$ cat src/ffs_pkg.sv
package ffs_pkg;

  // Width of the line length counters; they saturate at their maximum.
  localparam int LINE_LEN_BITS = 16;
  localparam logic [LINE_LEN_BITS-1:0] LEN_MAX = {LINE_LEN_BITS{1'b1}};

  localparam logic [7:0] CH_EOL   = 8'h0A;
  localparam logic [7:0] CH_FASTA = 8'h3E;  // '>'
  localparam logic [7:0] CH_FASTQ = 8'h40;  // '@'
  localparam logic [7:0] CH_SEP   = 8'h2B;  // '+'

  localparam logic [2:0] V_FASTA = 3'd0;
  localparam logic [2:0] V_FASTQ = 3'd1;
  localparam logic [2:0] V_MULTI = 3'd2;
  localparam logic [2:0] V_NONE  = 3'd3;
  localparam logic [2:0] V_CUT   = 3'd4;

  typedef struct packed {
    logic [7:0] data_byte;
    logic       first_byte;
    logic       last_byte;
  } ffs_item_t;

  typedef struct packed {
    logic       valid;
    logic [2:0] verdict;
  } ffs_result_t;

endpackage

$ cat src/fasta_fastq_format_sniffer.sv
// Sniffs whether a text buffer holds FASTA, multi-line FASTA or FASTQ. Bytes
// arrive one word per cycle, while in_ready is high, with first and last
// marks; one verdict word is produced per buffer (0 fasta, 1 fastq, 2
// multi-line fasta, 3 not recognized, 4 fastq cut inside the read line),
// after which bytes are dropped until the next first mark. The block takes
// one byte every cycle unless a verdict waits with out_ready low; the byte
// that decides a verdict passes the input register, the combinational
// decision logic and the result register. Line lengths saturate at 2^16-1.
module fasta_fastq_format_sniffer (
  input  logic       clk,
  input  logic       rst_n,
  input  logic       in_valid,
  output logic       in_ready,
  input  logic [7:0] in_data_byte,
  input  logic       in_first_byte,
  input  logic       in_last_byte,
  output logic       out_valid,
  input  logic       out_ready,
  output logic [2:0] out_verdict
);

  ffs_pkg::ffs_item_t   in_item_r;
  logic                 in_valid_r;
  logic                 out_valid_r;
  logic [2:0]           out_verdict_r;
  logic                 step;
  ffs_pkg::ffs_result_t res;

  // A held word moves on whenever the result register is free or draining.
  assign step     = in_valid_r && (!out_valid_r || out_ready);
  assign in_ready = !in_valid_r || step;

  always_ff @(posedge clk) begin
    if (!rst_n) begin
      in_valid_r <= 1'b0;
    end else if (in_ready) begin
      in_valid_r <= in_valid;
    end
  end

  always_ff @(posedge clk) begin
    if (in_valid && in_ready) begin
      in_item_r.data_byte  <= in_data_byte;
      in_item_r.first_byte <= in_first_byte;
      in_item_r.last_byte  <= in_last_byte;
    end
  end

  ffs_engine u_engine (
    .clk   (clk),
    .rst_n (rst_n),
    .step  (step),
    .item  (in_item_r),
    .res   (res)
  );

  always_ff @(posedge clk) begin
    if (!rst_n) begin
      out_valid_r <= 1'b0;
    end else begin
      if (out_ready) begin
        out_valid_r <= 1'b0;
      end
      if (res.valid) begin
        out_valid_r <= 1'b1;
      end
    end
  end

  always_ff @(posedge clk) begin
    if (res.valid) begin
      out_verdict_r <= res.verdict;
    end
  end

  assign out_valid   = out_valid_r;
  assign out_verdict = out_verdict_r;

endmodule

$ cat src/ffs_engine.sv
module ffs_engine (
  input  logic               clk,
  input  logic               rst_n,
  input  logic               step,
  input  ffs_pkg::ffs_item_t item,
  output ffs_pkg::ffs_result_t res
);

  typedef enum logic [2:0] {
    PH_IDLE,
    PH_TAG,
    PH_READ,
    PH_AFTER,
    PH_REMARK,
    PH_QUAL
  } phase_t;

  phase_t                              phase_r, phase_nxt;
  logic                                expect_quals_r, expect_quals_nxt;
  logic [ffs_pkg::LINE_LEN_BITS-1:0]   read_count_r, read_count_nxt;
  logic [ffs_pkg::LINE_LEN_BITS-1:0]   qual_count_r, qual_count_nxt;
  logic                                hit;
  logic [2:0]                          verdict;

  function automatic logic is_iupac(input logic [7:0] b);
    logic [7:0] u;
    logic       ok;
    u = (b >= 8'h61 && b <= 8'h7A) ? b - 8'd32 : b;
    case (u)
      8'h41, 8'h43, 8'h47, 8'h54, 8'h55, 8'h52, 8'h59, 8'h53,
      8'h57, 8'h4B, 8'h4D, 8'h42, 8'h44, 8'h48, 8'h56, 8'h4E: ok = 1'b1;
      default: ok = 1'b0;
    endcase
    return ok;
  endfunction

  function automatic logic [ffs_pkg::LINE_LEN_BITS-1:0] sat_inc(
      input logic [ffs_pkg::LINE_LEN_BITS-1:0] c);
    return (c == ffs_pkg::LEN_MAX) ? c : c + 1'b1;
  endfunction

  always_comb begin
    phase_nxt        = phase_r;
    expect_quals_nxt = expect_quals_r;
    read_count_nxt   = read_count_r;
    qual_count_nxt   = qual_count_r;
    hit              = 1'b0;
    verdict          = ffs_pkg::V_NONE;

    if (item.first_byte) begin
      read_count_nxt = '0;
      qual_count_nxt = '0;
      if (item.data_byte == ffs_pkg::CH_FASTA) begin
        expect_quals_nxt = 1'b0;
        phase_nxt        = PH_TAG;
      end else if (item.data_byte == ffs_pkg::CH_FASTQ) begin
        expect_quals_nxt = 1'b1;
        phase_nxt        = PH_TAG;
      end else begin
        expect_quals_nxt = 1'b0;
        phase_nxt        = PH_IDLE;
        hit              = 1'b1;
      end
    end else begin
      case (phase_r)
        PH_TAG: begin
          if (item.data_byte == ffs_pkg::CH_EOL) begin
            phase_nxt      = PH_READ;
            read_count_nxt = '0;
          end
        end
        PH_READ: begin
          if (item.data_byte == ffs_pkg::CH_EOL) begin
            phase_nxt = PH_AFTER;
          end else if (!is_iupac(item.data_byte)) begin
            hit = 1'b1;
          end else begin
            read_count_nxt = sat_inc(read_count_r);
          end
        end
        PH_AFTER: begin
          hit = 1'b1;
          if (item.data_byte == ffs_pkg::CH_SEP) begin
            if (expect_quals_r) begin
              hit       = 1'b0;
              phase_nxt = PH_REMARK;
            end
          end else if (item.data_byte == ffs_pkg::CH_FASTA) begin
            verdict = expect_quals_r ? ffs_pkg::V_NONE : ffs_pkg::V_FASTA;
          end else if (!expect_quals_r && is_iupac(item.data_byte)) begin
            verdict = ffs_pkg::V_MULTI;
          end
        end
        PH_REMARK: begin
          if (item.data_byte == ffs_pkg::CH_EOL) begin
            phase_nxt      = PH_QUAL;
            qual_count_nxt = '0;
          end
        end
        PH_QUAL: begin
          if (item.data_byte == ffs_pkg::CH_EOL) begin
            hit     = 1'b1;
            verdict = (qual_count_r == read_count_r) ? ffs_pkg::V_FASTQ : ffs_pkg::V_NONE;
          end else begin
            qual_count_nxt = sat_inc(qual_count_r);
          end
        end
        default: begin
        end
      endcase
    end

    // The buffer ends with no decision yet: judge it by where it stopped.
    if (!hit && item.last_byte && phase_nxt != PH_IDLE) begin
      hit = 1'b1;
      case (phase_nxt)
        PH_READ: verdict = expect_quals_nxt ? ffs_pkg::V_CUT : ffs_pkg::V_NONE;
        PH_QUAL: verdict = (qual_count_nxt == read_count_nxt) ?
                           ffs_pkg::V_FASTQ : ffs_pkg::V_NONE;
        default: verdict = ffs_pkg::V_NONE;
      endcase
    end

    if (hit) begin
      phase_nxt = PH_IDLE;
    end
  end

  assign res.valid   = step && hit;
  assign res.verdict = verdict;

  always_ff @(posedge clk) begin
    if (!rst_n) begin
      phase_r        <= PH_IDLE;
      expect_quals_r <= 1'b0;
      read_count_r   <= '0;
      qual_count_r   <= '0;
    end else if (step) begin
      phase_r        <= phase_nxt;
      expect_quals_r <= expect_quals_nxt;
      read_count_r   <= read_count_nxt;
      qual_count_r   <= qual_count_nxt;
    end
  end

  a_idle_after_verdict: assert property (@(posedge clk) disable iff (!rst_n)
    res.valid |=> phase_r == PH_IDLE)
    else $error("detection still running after a verdict");

  a_counts_hold: assert property (@(posedge clk) disable iff (!rst_n)
    !step |=> $stable(read_count_r) && $stable(qual_count_r) && $stable(phase_r))
    else $error("state moved without a word being processed");

  a_verdict_range: assert property (@(posedge clk) disable iff (!rst_n)
    res.valid |-> res.verdict <= ffs_pkg::V_CUT)
    else $error("verdict code out of range");

  a_qual_only_fastq: assert property (@(posedge clk) disable iff (!rst_n)
    (phase_r == PH_REMARK || phase_r == PH_QUAL) |-> expect_quals_r)
    else $error("quality phase reached without an '@' tag");

endmodule
$ cat config.mk
export PLATFORM = sky130hd
export DESIGN_NAME = fasta_fastq_format_sniffer
export DESIGN_NICKNAME = d
export VERILOG_FILES = /design/src/ffs_pkg.sv /design/src/fasta_fastq_format_sniffer.sv /design/src/ffs_engine.sv
export SDC_FILE = /design/constraint.sdc
export NUM_CORES = 1
export LEC_CHECK = 0
export BUFFER_PORTS_ARGS = -buffer_cell sky130_fd_sc_hd__buf_2
export CORE_MARGIN = 8
export CORE_UTILIZATION = 66
export DETAILED_ROUTE_END_ITERATION = 6
export PLACE_DENSITY = 0.91
export SKIP_CTS_REPAIR_TIMING = 1
export SYNTH_ARGS = -nofsm -noshare
export SYNTH_HDL_FRONTEND = slang
export SYNTH_SLANG_ARGS = --single-unit
export TNS_END_PERCENT = 100
$ cat constraint.sdc
create_clock -name clk -period 8.8 [get_ports clk]
set_input_delay 1.32 -clock clk [delete_from_list [all_inputs] [get_ports clk]]
set_output_delay 1.32 -clock clk [all_outputs]
set_load 0.02 [all_outputs]
==> results of run 1 <==
synth_stat cells (4+ instances only):
master     n  area share (%)
nand2_1   66             6.1
dfxtp_1   38              19
o21ai_0   37             4.5
clkbuf_1  29             2.7
nand3_1   24             2.9
nor2_1    23             2.1
a21oi_1   22             2.7
xor2_1    22             4.7
and2_1    19             2.9
nor2b_1   18             2.8
nor3_1    16             2.0
a31oi_1   15             2.3
nand4_1   15             2.3
edfxtp_1  13             9.6
a22oi_1   12             2.2
buf_2     11             1.4
nor4_1    11             1.7
inv_1      9            0.83
and4_1     8             1.7
xnor2_1    8             1.7
a21boi_0   7             1.3
and3_1     7             1.1
mux2i_1    7             1.7
o21ai_1    6            0.74
o22ai_1    6            0.92
nand2b_1   5            0.77
o211a_1    4            0.98
o21a_1     4            0.74
o21bai_1   4            0.74
or3_1      4            0.61
power breakdown:
part	leakage, uW	internal [uW]	switching (uW)	total [uW]
combinational	0.00102	13.6	24.9	38.5
clock	0.0000428	55.9	80.5	136
sequential	0.000425	245	9.32	254
layout by cell type (no fill, tap or decap), types with 16 or more instances in the layout:
cell type,Yosys,layout
o21ai_0,37,37
dfxtp_1,38,38
nand3_1,24,24
xor2_1,22,22
nor2_1,23,23
and2_1,19,19
a21oi_1,22,22
nor2b_1,18,18
buf_2,11,18
nand2_1,66,66
nor3_1,16,16
cells by family after synthesis:
group                      after synthesis  synth area share (%)
AOI/OAI and AO/OA                      153                  24.9
adders and majority gates                3                 0.921
xor gates and xnor gates                30                  6.44
and+or+nand+nor                        240                  32.2
DFF                                     51                  28.2
buffers and inverters                   53                  5.52
muxes                                    7                  1.72
worst min path at each step:
stage / slack (ns) / cells after the start / from / end
2_1_floorplan: 0.50 / 2 / u_engine.qual_count_r[4] / u_engine.qual_count_r[4]
3_3_place_gp: 0.53 / 2 / out_valid / out_valid
3_5_place_dp: 0.55 / 2 / out_valid / out_valid
4_1_cts: 0.57 / 2 / out_valid / out_valid
5_1_grt: 0.60 / 2 / in_valid_r / in_valid_r
6_report: 0.57 / 2 / out_valid / out_valid
per-layer routing:
metal	up-vias	global-route usage, %	wire length, um
met4	0	12.2	420
met2	270	41.7	5350
li1	1958	-	-
met3	44	5.00	1120
met1	1939	37.3	5150
met5	-	0	0
metrics by stage:
step	hold WS, ns	power [uW]
floorplan	0.497	284
global placement	0.525	295
detailed placement	0.549	296
CTS	0.568	428
global route	0.600	440
finish	0.566	429
flip-flops by register name (all words and copies together) (netlist names):
register / flops
u_engine.qual_count_r: 16
u_engine.read_count_r: 16
in_item_r: 10
out_verdict: 3
u_engine.phase_r: 3
in_valid_r: 1
out_valid: 1
u_engine.expect_quals_r: 1
final cells by class:
cell class                      instances  area, um2
Clock buffer                            6       72.6
Clock inverter                          2       12.5
Fill cell                             512       1790
Inverter                                9       33.8
Multi-Input combinational cell        433       2700
Sequential cell                        51       1150
Tap cell                               75       93.8
Timing Repair Buffer                   20        105
worst max-delay path: stages, from the launching register on:
cell      delay, ns
edfxtp_1       0.54
nor4b_2        0.50
and2_1         0.57
nor3_2         0.22
nand3_1        0.20
mux2i_1        0.37
nor4_1         0.15
nor4b_1        0.43
nand3_1        0.17
nor4_1         0.32
a41oi_1        0.18
==> impl_results.md, run 1 <==
* Ant. Diodes at 0
* Crit Reg-Reg Endpoint: out_verdict[1]
* Maximum fanout along the worst path at 14
* Share of synthesized flip-flops with an asynchronous set or reset at 0%
* Post-route setup TNS at 0 ns
* Fin util at 70.0%
* Worst setup path endpoint: out_verdict[1]
* Clk pin slew, worst setup/hold paths at 0.10 ns
* DP HPWL at 8650 um
* Avg Cell Area, Syn at 7.59 um2
* Worst setup EP type: flip-flop
* Dpl cells at 588
* Critical Path AT at 3.97 ns
* First-pass GRT wire length at 19,700 um
* Slew of the pin with the lowest slew margin at 0.872 ns
* DP Area at 4090 um2
* RD Place Congestion at 0.939
* Relative slew margins at 41.6%
* TritonCTS Buffers at 5
* Die X at 94.6 um
* Clock root buffer: clkbuf_8
* Peak supply drop at 0.0000978 V
* Final worst path period share at 44.7%
* Fin. Hold Viols at 0
* Max-slew violations at 0
* Post-layout nets at 537
* Fin area at 4170 um2
* Ports at 19
* P&R area growth vs syn at 2.27%
* RSZ-0062 raised after global routing: no
* Initial DRC count at 383
* Post-synth EDFFs at 13
* Crit path from: in_item_r[2]
* Worst flop-to-flop path startpoint: in_item_r[2]
* Flops & latches, synth at 51
* Tot GR Track Use at 27.5%
* Worst Reg-to-Reg Cells at 10
* Die ar. at 8950 um2
* Max Root-Sink Buffers at 2
* Clock latency on the worst-skew pair at 0.31 ns
* Yosys warns at 0
* Pre-antenna DRT Iters at 5
* R2r setup slk at 4.87 ns
* Clk sink count at 51
* Number of max-cap violations at 0
* WL/cell at 20.2 um
* Crit path kind: flip-flop to flip-flop
* Final setup violation count at 0
* Static Leak at 0.00149 uW
* GRT overflow at 0
* CP required at 8.84 ns
* Core Rows at 28
* Gate Count Post-Synth at 537
* Synthesized Nets at 554
* CTS tree: yes
* Synthesized area at 4080 um2
* Die Height at 94.6 um
* Top FF cell, synth: dfxtp_1
* Initial antenna violation count at 0
* Final Non-Filler Cells at 596
* Fmax at 254 MHz
* Port bufs at 18
* Final setup margin at 4.87 ns
* Largest net degree at the start of global routing at 39
* Final critical-path required period at 3.93 ns
* Setup WS pre-CTS at 5.01 ns
* CTS HTree Levels at 2
* Startpoint types: flip-flop
* Residual DRC count at 0
* Post-synth cell types at 73
* Pwr dens at 103 nW/um2
* Routed Wire Length at 12,000 um
* Core area at 5960 um2
* Total number of vias at 4,211
* Via/cell ratio at 7.07
* Post-synthesis sequential area ratio at 28.2%
* Status: completed
* Starting Density at 68.5%
* Layout Skew at 0.0110 ns
* Vias in the first global route at 3,781
* Min-Delay Path Class: flip-flop to flip-flop
* Fraction of layout instances using a drive strength above 1 at 8.25%
* Post-route ant nets at 0
(Power assumes the default switching activity.)
==> run 2, diff against run 1 <==
--- a/config.mk
+++ b/config.mk
@@ -7,9 +7,9 @@
 export LEC_CHECK = 0
 export BUFFER_PORTS_ARGS = -buffer_cell sky130_fd_sc_hd__buf_2
 export CORE_MARGIN = 8
-export CORE_UTILIZATION = 66
+export CORE_UTILIZATION = 63
 export DETAILED_ROUTE_END_ITERATION = 6
-export PLACE_DENSITY = 0.91
+export PLACE_DENSITY = 0.87
 export SKIP_CTS_REPAIR_TIMING = 1
 export SYNTH_ARGS = -nofsm -noshare
 export SYNTH_HDL_FRONTEND = slang
==> constraint.sdc (replaced) <==
create_clock -name clk -period 3.75 [get_ports clk]
set_input_delay 0.5625 -clock clk [delete_from_list [all_inputs] [get_ports clk]]
set_output_delay 0.5625 -clock clk [all_outputs]
set_load 0.02 [all_outputs]
==> impl_results.md, run 2 (synthesis results as in run 1) <==
* Status: completed
* Max-slew violations at 0 (unchanged)
* Final worst path period share at 94.2% (+50 points)
* Die Height at 96.5 um (+2.0%)
* Starting Density at 64.6% (-3.9 points)
* Max Root-Sink Buffers at 2 (unchanged)
* Pwr dens at 251 nW/um2 (+140%)
* Commonest non-fill, non-tap cell in the layout: nand2_1
* Ports at 19 (unchanged)
* Critical Path AT at 3.56 ns (-0.41 ns)
* Via/cell ratio at 7.02 (-0.69%)
* DP HPWL at 8860 um (+2.5%)
* Psw at 266 uW (+130%)
* RSZ-0062 raised after global routing: no
* Final critical-path required period at 3.53 ns (-0.396 ns)
* Dpl cells at 601 (+2.2%)
* First-pass GRT wire length at 19,600 um (-0.42%)
* P_int at 810 uW (+160%)
* Worst flop-to-flop path startpoint: in_item_r[2]
* WL/cell at 20.0 um (-1.0%)
* Critical path's slowest cell: edfxtp_1
* RD Place Congestion at 0.990 (+5.5%)
* Clock latency on the worst-skew pair at 0.31 ns (about the same)
* Clock root buffer: clkbuf_8
* Core area at 6310 um2 (+6.0%)
* Post-route ant nets at 0 (unchanged)
* Initial antenna violation count at 0 (unchanged)
* Fin. Hold Viols at 0 (unchanged)
* Maximum fanout along the worst path at 12 (-2)
* CP max stage delay at 0.54 ns (-0.03 ns)
* Largest net degree at the start of global routing at 39 (unchanged)
* Ant. Diodes at 0 (unchanged)
* Fmax at 283 MHz (+11%)
* Core Rows at 29 (+3.6%)
* R2r setup slk at 0.22 ns (-4.65 ns)
* Crit path max-delay family: simple AND/OR/NAND/NOR gates
* Vias in the first global route at 3,848 (+1.8%)
* Clock power frac at 35.9% (+4.1 points)
* Die X at 96.5 um (+2.0%)
* Clk pin slew, worst setup/hold paths at 0.10 ns (about the same)
* Crit Reg-Reg Endpoint: out_verdict[1]
* Crit-path cells: nor4b_2, and2_2, nor3_2, nand3_1, mux2i_1, nor4_1, nor4b_2, nand3_1, nor4_1, a41oi_1
* TritonCTS Buffers at 5 (unchanged)
* Worst Reg-to-Reg Cells at 10 (unchanged)
* Biggest regs: u_engine.qual_count_r: 16 flops, u_engine.read_count_r: 16 flops, in_item_r: 10 flops
* CTS tree: yes
* Final Non-Filler Cells at 609 (+2.2%)
* Setup WS pre-CTS at 0.0507 ns (-4.96 ns)
* Worst Path Buf+Inv at 0 (unchanged)
* Pre-antenna DRT Iters at 7 (+2)
* Final setup margin at 0.216 ns (-4.65 ns)
* P&R area growth vs syn at 5.09%
* Startpoint types: flip-flop
* CTS HTree Levels at 2 (unchanged)
* Layout Skew at 0.00813 ns (-0.00282 ns)
* Peak supply drop at 0.000223 V (+130%)
* Total number of vias at 4,273 (+1.5%)
* Port bufs at 18 (unchanged)
* GRT overflow at 0 (unchanged)
* Post-layout nets at 548 (+2.0%)
* Initial DRC count at 445 (+16%)
* Residual DRC count at 0 (unchanged)
* Min-Delay Endpoint: in_item_r[5]
* Sequential Power Share at 55.2% (-4.0 points)
* Min-Delay Path Depth at 1 (-1)
* Min-Delay Path Class: input port to flip-flop
* Final Hold Slack at 0.422 ns (-0.144 ns)
* Fraction of layout instances using a drive strength above 1 at 10.7% (+2.5 points)
* Fin util at 67.9% (-2.1 points)
* Hold path start: in_data_byte[3]
* Routed Wire Length at 12,200 um (+1.1%)
* Levels on crit path at 10 (unchanged)
* Post-route setup TNS at 0 ns (unchanged)
* Static Leak at 0.00156 uW (+4.6%)
* Crit path kind: flip-flop to flip-flop
* Worst setup EP type: flip-flop
* Die ar. at 9300 um2 (+3.9%)
* Clk sink count at 51 (unchanged)
* Tot GR Track Use at 26.9% (-0.61 points)
* Switching share of power at 24.7% (-2.0 points)
* Comb power frac at 8.9% (about the same)
* Slew of the pin with the lowest slew margin at 0.953 ns (+0.0812 ns)
* Number of max-cap violations at 0 (unchanged)
* CP required at 3.78 ns (-5.06 ns)
* Relative slew margins at 36.2% (-5.4 points)
* Final setup violation count at 0 (unchanged)
* Most frequent cells in the layout: 66 x nand2_1, 38 x dfxtp_1, 37 x o21ai_0, 24 x nand3_1, 23 x nor2_1
-- run 2: changes by cell type in the layout (fill, tap and decap cells not counted), sizes merged --
cell	change
clkinv	-2
buf	+11
clkbuf	+1
bufinv	+1
-- run 2: per-stage QoR --
stage / total power (uW) / cell area [um2]
5_1_grt: 1100 / 4290
2_1_floorplan: 666 / 4080
3_5_place_dp: 699 / 4170
4_1_cts: 1070 / 4280
6_report: 1080 / 4290
3_3_place_gp: 697 / 4170
-- run 2: worst max-delay path by stage --
stage	from	end	slack [ns]
after global routing	in_item_r[2]	out_verdict[1]	0.03
after CTS	in_item_r[2]	out_verdict[1]	0.02
after global placement	in_item_r[2]	out_verdict[1]	0.19
after floorplan	in_item_r[7]	out_verdict[1]	0.73
final	in_item_r[2]	out_verdict[1]	0.22
after detailed placement	in_item_r[2]	out_verdict[1]	0.05
-- run 2: per-layer routing --
metal / global-route usage [%] / up-vias / wire, um
li1: - / 1970 / -
met1: 35.2 / 1964 / 5000
met2: 42.6 / 300 / 5560
met3: 4.95 / 39 / 1240
met4: 11.3 / 0 / 386
met5: 0 / - / 0
-- run 2: layout make-up --
cell class | count | area [um2]
Clock buffer | 7 | 76.3
Clock inverter | 1 | 30.0
Fill cell | 577 | 2030
Inverter | 9 | 33.8
Multi-Input combinational cell | 433 | 2710
Sequential cell | 51 | 1150
Tap cell | 77 | 96.3
Timing Repair Buffer | 31 | 188
-- run 2: power groups by stage --
stage	logic (uW)	registers (uW)	clock network, uW
finish	96.1	593	386
global route	104	595	402
CTS	94.3	593	386
detailed placement	94.0	605	0
global placement	92.2	604	0
floorplan	69.5	597	0
==> run 3, diff against run 2 <==
--- a/config.mk
+++ b/config.mk
@@ -9,7 +9,8 @@
 export CORE_MARGIN = 8
 export CORE_UTILIZATION = 63
 export DETAILED_ROUTE_END_ITERATION = 6
-export PLACE_DENSITY = 0.87
+export PLACE_DENSITY = 0.81
+export RECOVER_POWER = 100
 export SKIP_CTS_REPAIR_TIMING = 1
 export SYNTH_ARGS = -nofsm -noshare
 export SYNTH_HDL_FRONTEND = slang
==> impl_results.md, run 3 (synthesis results as in run 1) <==
* Max Root-Sink Buffers at 2 (unchanged)
* CP required at 3.79 ns (about the same)
* Startpoint types: flip-flop
* Pre-antenna DRT Iters at 5 (-2)
* Final setup margin at 0.186 ns (-0.0299 ns)
* Fin. Hold Viols at 0 (unchanged)
* R2r setup slk at 0.19 ns (-0.03 ns)
* RSZ-0062 raised after global routing: no
* Post-route ant nets at 0 (unchanged)
* Ports at 19 (unchanged)
* Vias in the first global route at 4,105 (+6.7%)
* Die Height at 96.5 um (unchanged)
* Max-slew violations at 39 (+39)
* RD Place Congestion at 0.984 (-0.59%)
* TritonCTS Buffers at 5 (unchanged)
* Final setup violation count at 0 (unchanged)
* Port bufs at 18 (unchanged)
* Pwr dens at 239 nW/um2 (-4.9%)
* Post-layout nets at 553 (+0.91%)
* Routed Wire Length at 12,700 um (+4.2%)
* CTS HTree Levels at 2 (unchanged)
* Met3 wire length at 1150 um (-6.8%)
* Tot GR Track Use at 28.7% (+1.7 points)
* First-pass GRT wire length at 21,000 um (+7.0%)
* Residual DRC count at 0 (unchanged)
* Final worst path period share at 95.0% (+0.80 points)
* P&R area growth vs syn at 4.39%
* Setup WS pre-CTS at 0.197 ns (+0.146 ns)
* Clk sink count at 51 (unchanged)
* Relative slew margins at -2.54% (-39 points)
* Peak supply drop at 0.000270 V (+21%)
* DP HPWL at 9230 um (+4.1%)
* Ant. Diodes at 0 (unchanged)
* Fmax at 281 MHz (-0.84%)
* Clock root buffer: clkbuf_8
* Layout Skew at 0.00426 ns (-0.00387 ns)
* Die ar. at 9300 um2 (unchanged)
* Worst setup EP type: flip-flop
* Core area at 6310 um2 (unchanged)
* WL/cell at 20.7 um (+3.3%)
* CP max stage delay at 0.55 ns (about the same)
* Critical Path AT at 3.60 ns (+0.04 ns)
* Post-route setup TNS at 0 ns (unchanged)
* Static Leak at 0.00154 uW (-1.1%)
* Core Rows at 29 (unchanged)
* Hold path start: in_data_byte[6]
* Via/cell ratio at 6.95 (-0.95%)
* Die X at 96.5 um (unchanged)
* Met2 wire length at 5830 um (+4.8%)
* M1 WL at 5400 um (+8.0%)
* Slew of the pin with the lowest slew margin at 1.54 ns (+0.585 ns)
* Fraction of layout instances using a drive strength above 1 at 9.12% (-1.6 points)
* Uppermost layer routed: met4
* Clock latency on the worst-skew pair at 0.31 ns (about the same)
* Total number of vias at 4,267 (-0.14%)
* Status: finished with violations
* Biggest regs: u_engine.qual_count_r: 16 flops, u_engine.read_count_r: 16 flops, in_item_r: 10 flops
* Initial DRC count at 356 (-20%)
* Final critical-path required period at 3.56 ns (+0.0299 ns)
* Initial antenna violation count at 0 (unchanged)
* Largest net degree at the start of global routing at 39 (unchanged)
* Overall Power at 1020 uW (-5.5%)
* Crit-path cells: nor4b_2, and2_1, nor3_2, nand3_1, mux2i_1, nor4_1, nor4b_1, nand3_1, nor4_1, a41oi_1
* Clk pin slew, worst setup/hold paths at 0.10 ns (about the same)
* Crit path kind: flip-flop to flip-flop
* GRT overflow at 0 (unchanged)
* Commonest non-fill, non-tap cell in the layout: nand2_1
* Number of max-cap violations at 1 (+1)
* Most frequent cells in the layout: 66 x nand2_1, 41 x o21ai_0, 38 x dfxtp_1, 24 x nor2_1, 24 x nand3_1
* Crit path from: in_item_r[2]
* Maximum fanout along the worst path at 10 (-2)
* Failing checks: capacitance limit, slew limit
* Critical path's slowest cell: edfxtp_1
* Min-Delay Path Class: input port to flip-flop
* CTS tree: yes
* Worst flop-to-flop path startpoint: in_item_r[2]
* Starting Density at 64.6% (unchanged)
run 3: cell count changes in the layout (fill, tap and decap cells not counted), moves of 2 or more:
cell	change
and2_0	+4
and2_1	-3
buf_2	-6
buf_4	+2
clkbuf_1	+7
clkinv_2	+3
o21ai_0	+4
o21ai_1	-4
run 3: per-stage QoR:
step,cell area (um2),cells,hold WS [ns],util [%]
floorplan,4080,537,0.497,-
global placement,4210,606,0.531,66.6
detailed placement,4210,606,0.537,66.6
CTS,4290,614,0.424,68.0
global route,4260,614,0.410,67.4
finish,4260,614,0.424,67.4
run 3: cell type report:
class / instances / area (um2)
timing repair buffer: 36 / 206
tap: 77 / 96.3
multi-input combinational: 433 / 2690
inverter: 9 / 33.8
sequential: 51 / 1150
clock inverter: 3 / 15.0
clock buffer: 5 / 68.8
fill: 569 / 2060
run 3: worst max-delay path, delay by kind of cell (launching register included):
kind            cells  cell delay [ns]
flops               1             0.55
simple gates        8             2.20
compound gates      1             0.16
mux                 1             0.40
run 3: per-layer routing:
layer | GRT usage, % | vias up
li1 | - | 1985
met1 | 38.0 | 1978
met2 | 46.3 | 272
met3 | 3.71 | 32
met4 | 11.0 | 0
met5 | 0 | -
run 3: final timing paths:
kind | to | cells past startpoint
setup / recovery | out_verdict[1] | 10
hold / removal | in_item_r[8] | 1
setup reg to reg | out_verdict[1] | 10
hold reg to reg | out_valid | 2
run 3: report_power, final:
part / switching, uW / internal [uW] / total (uW)
sequential: 18.4 / 575 / 593
clock: 195 / 129 / 324
combinational: 63.8 / 35.4 / 99.2
total: 277 / 739 / 1020
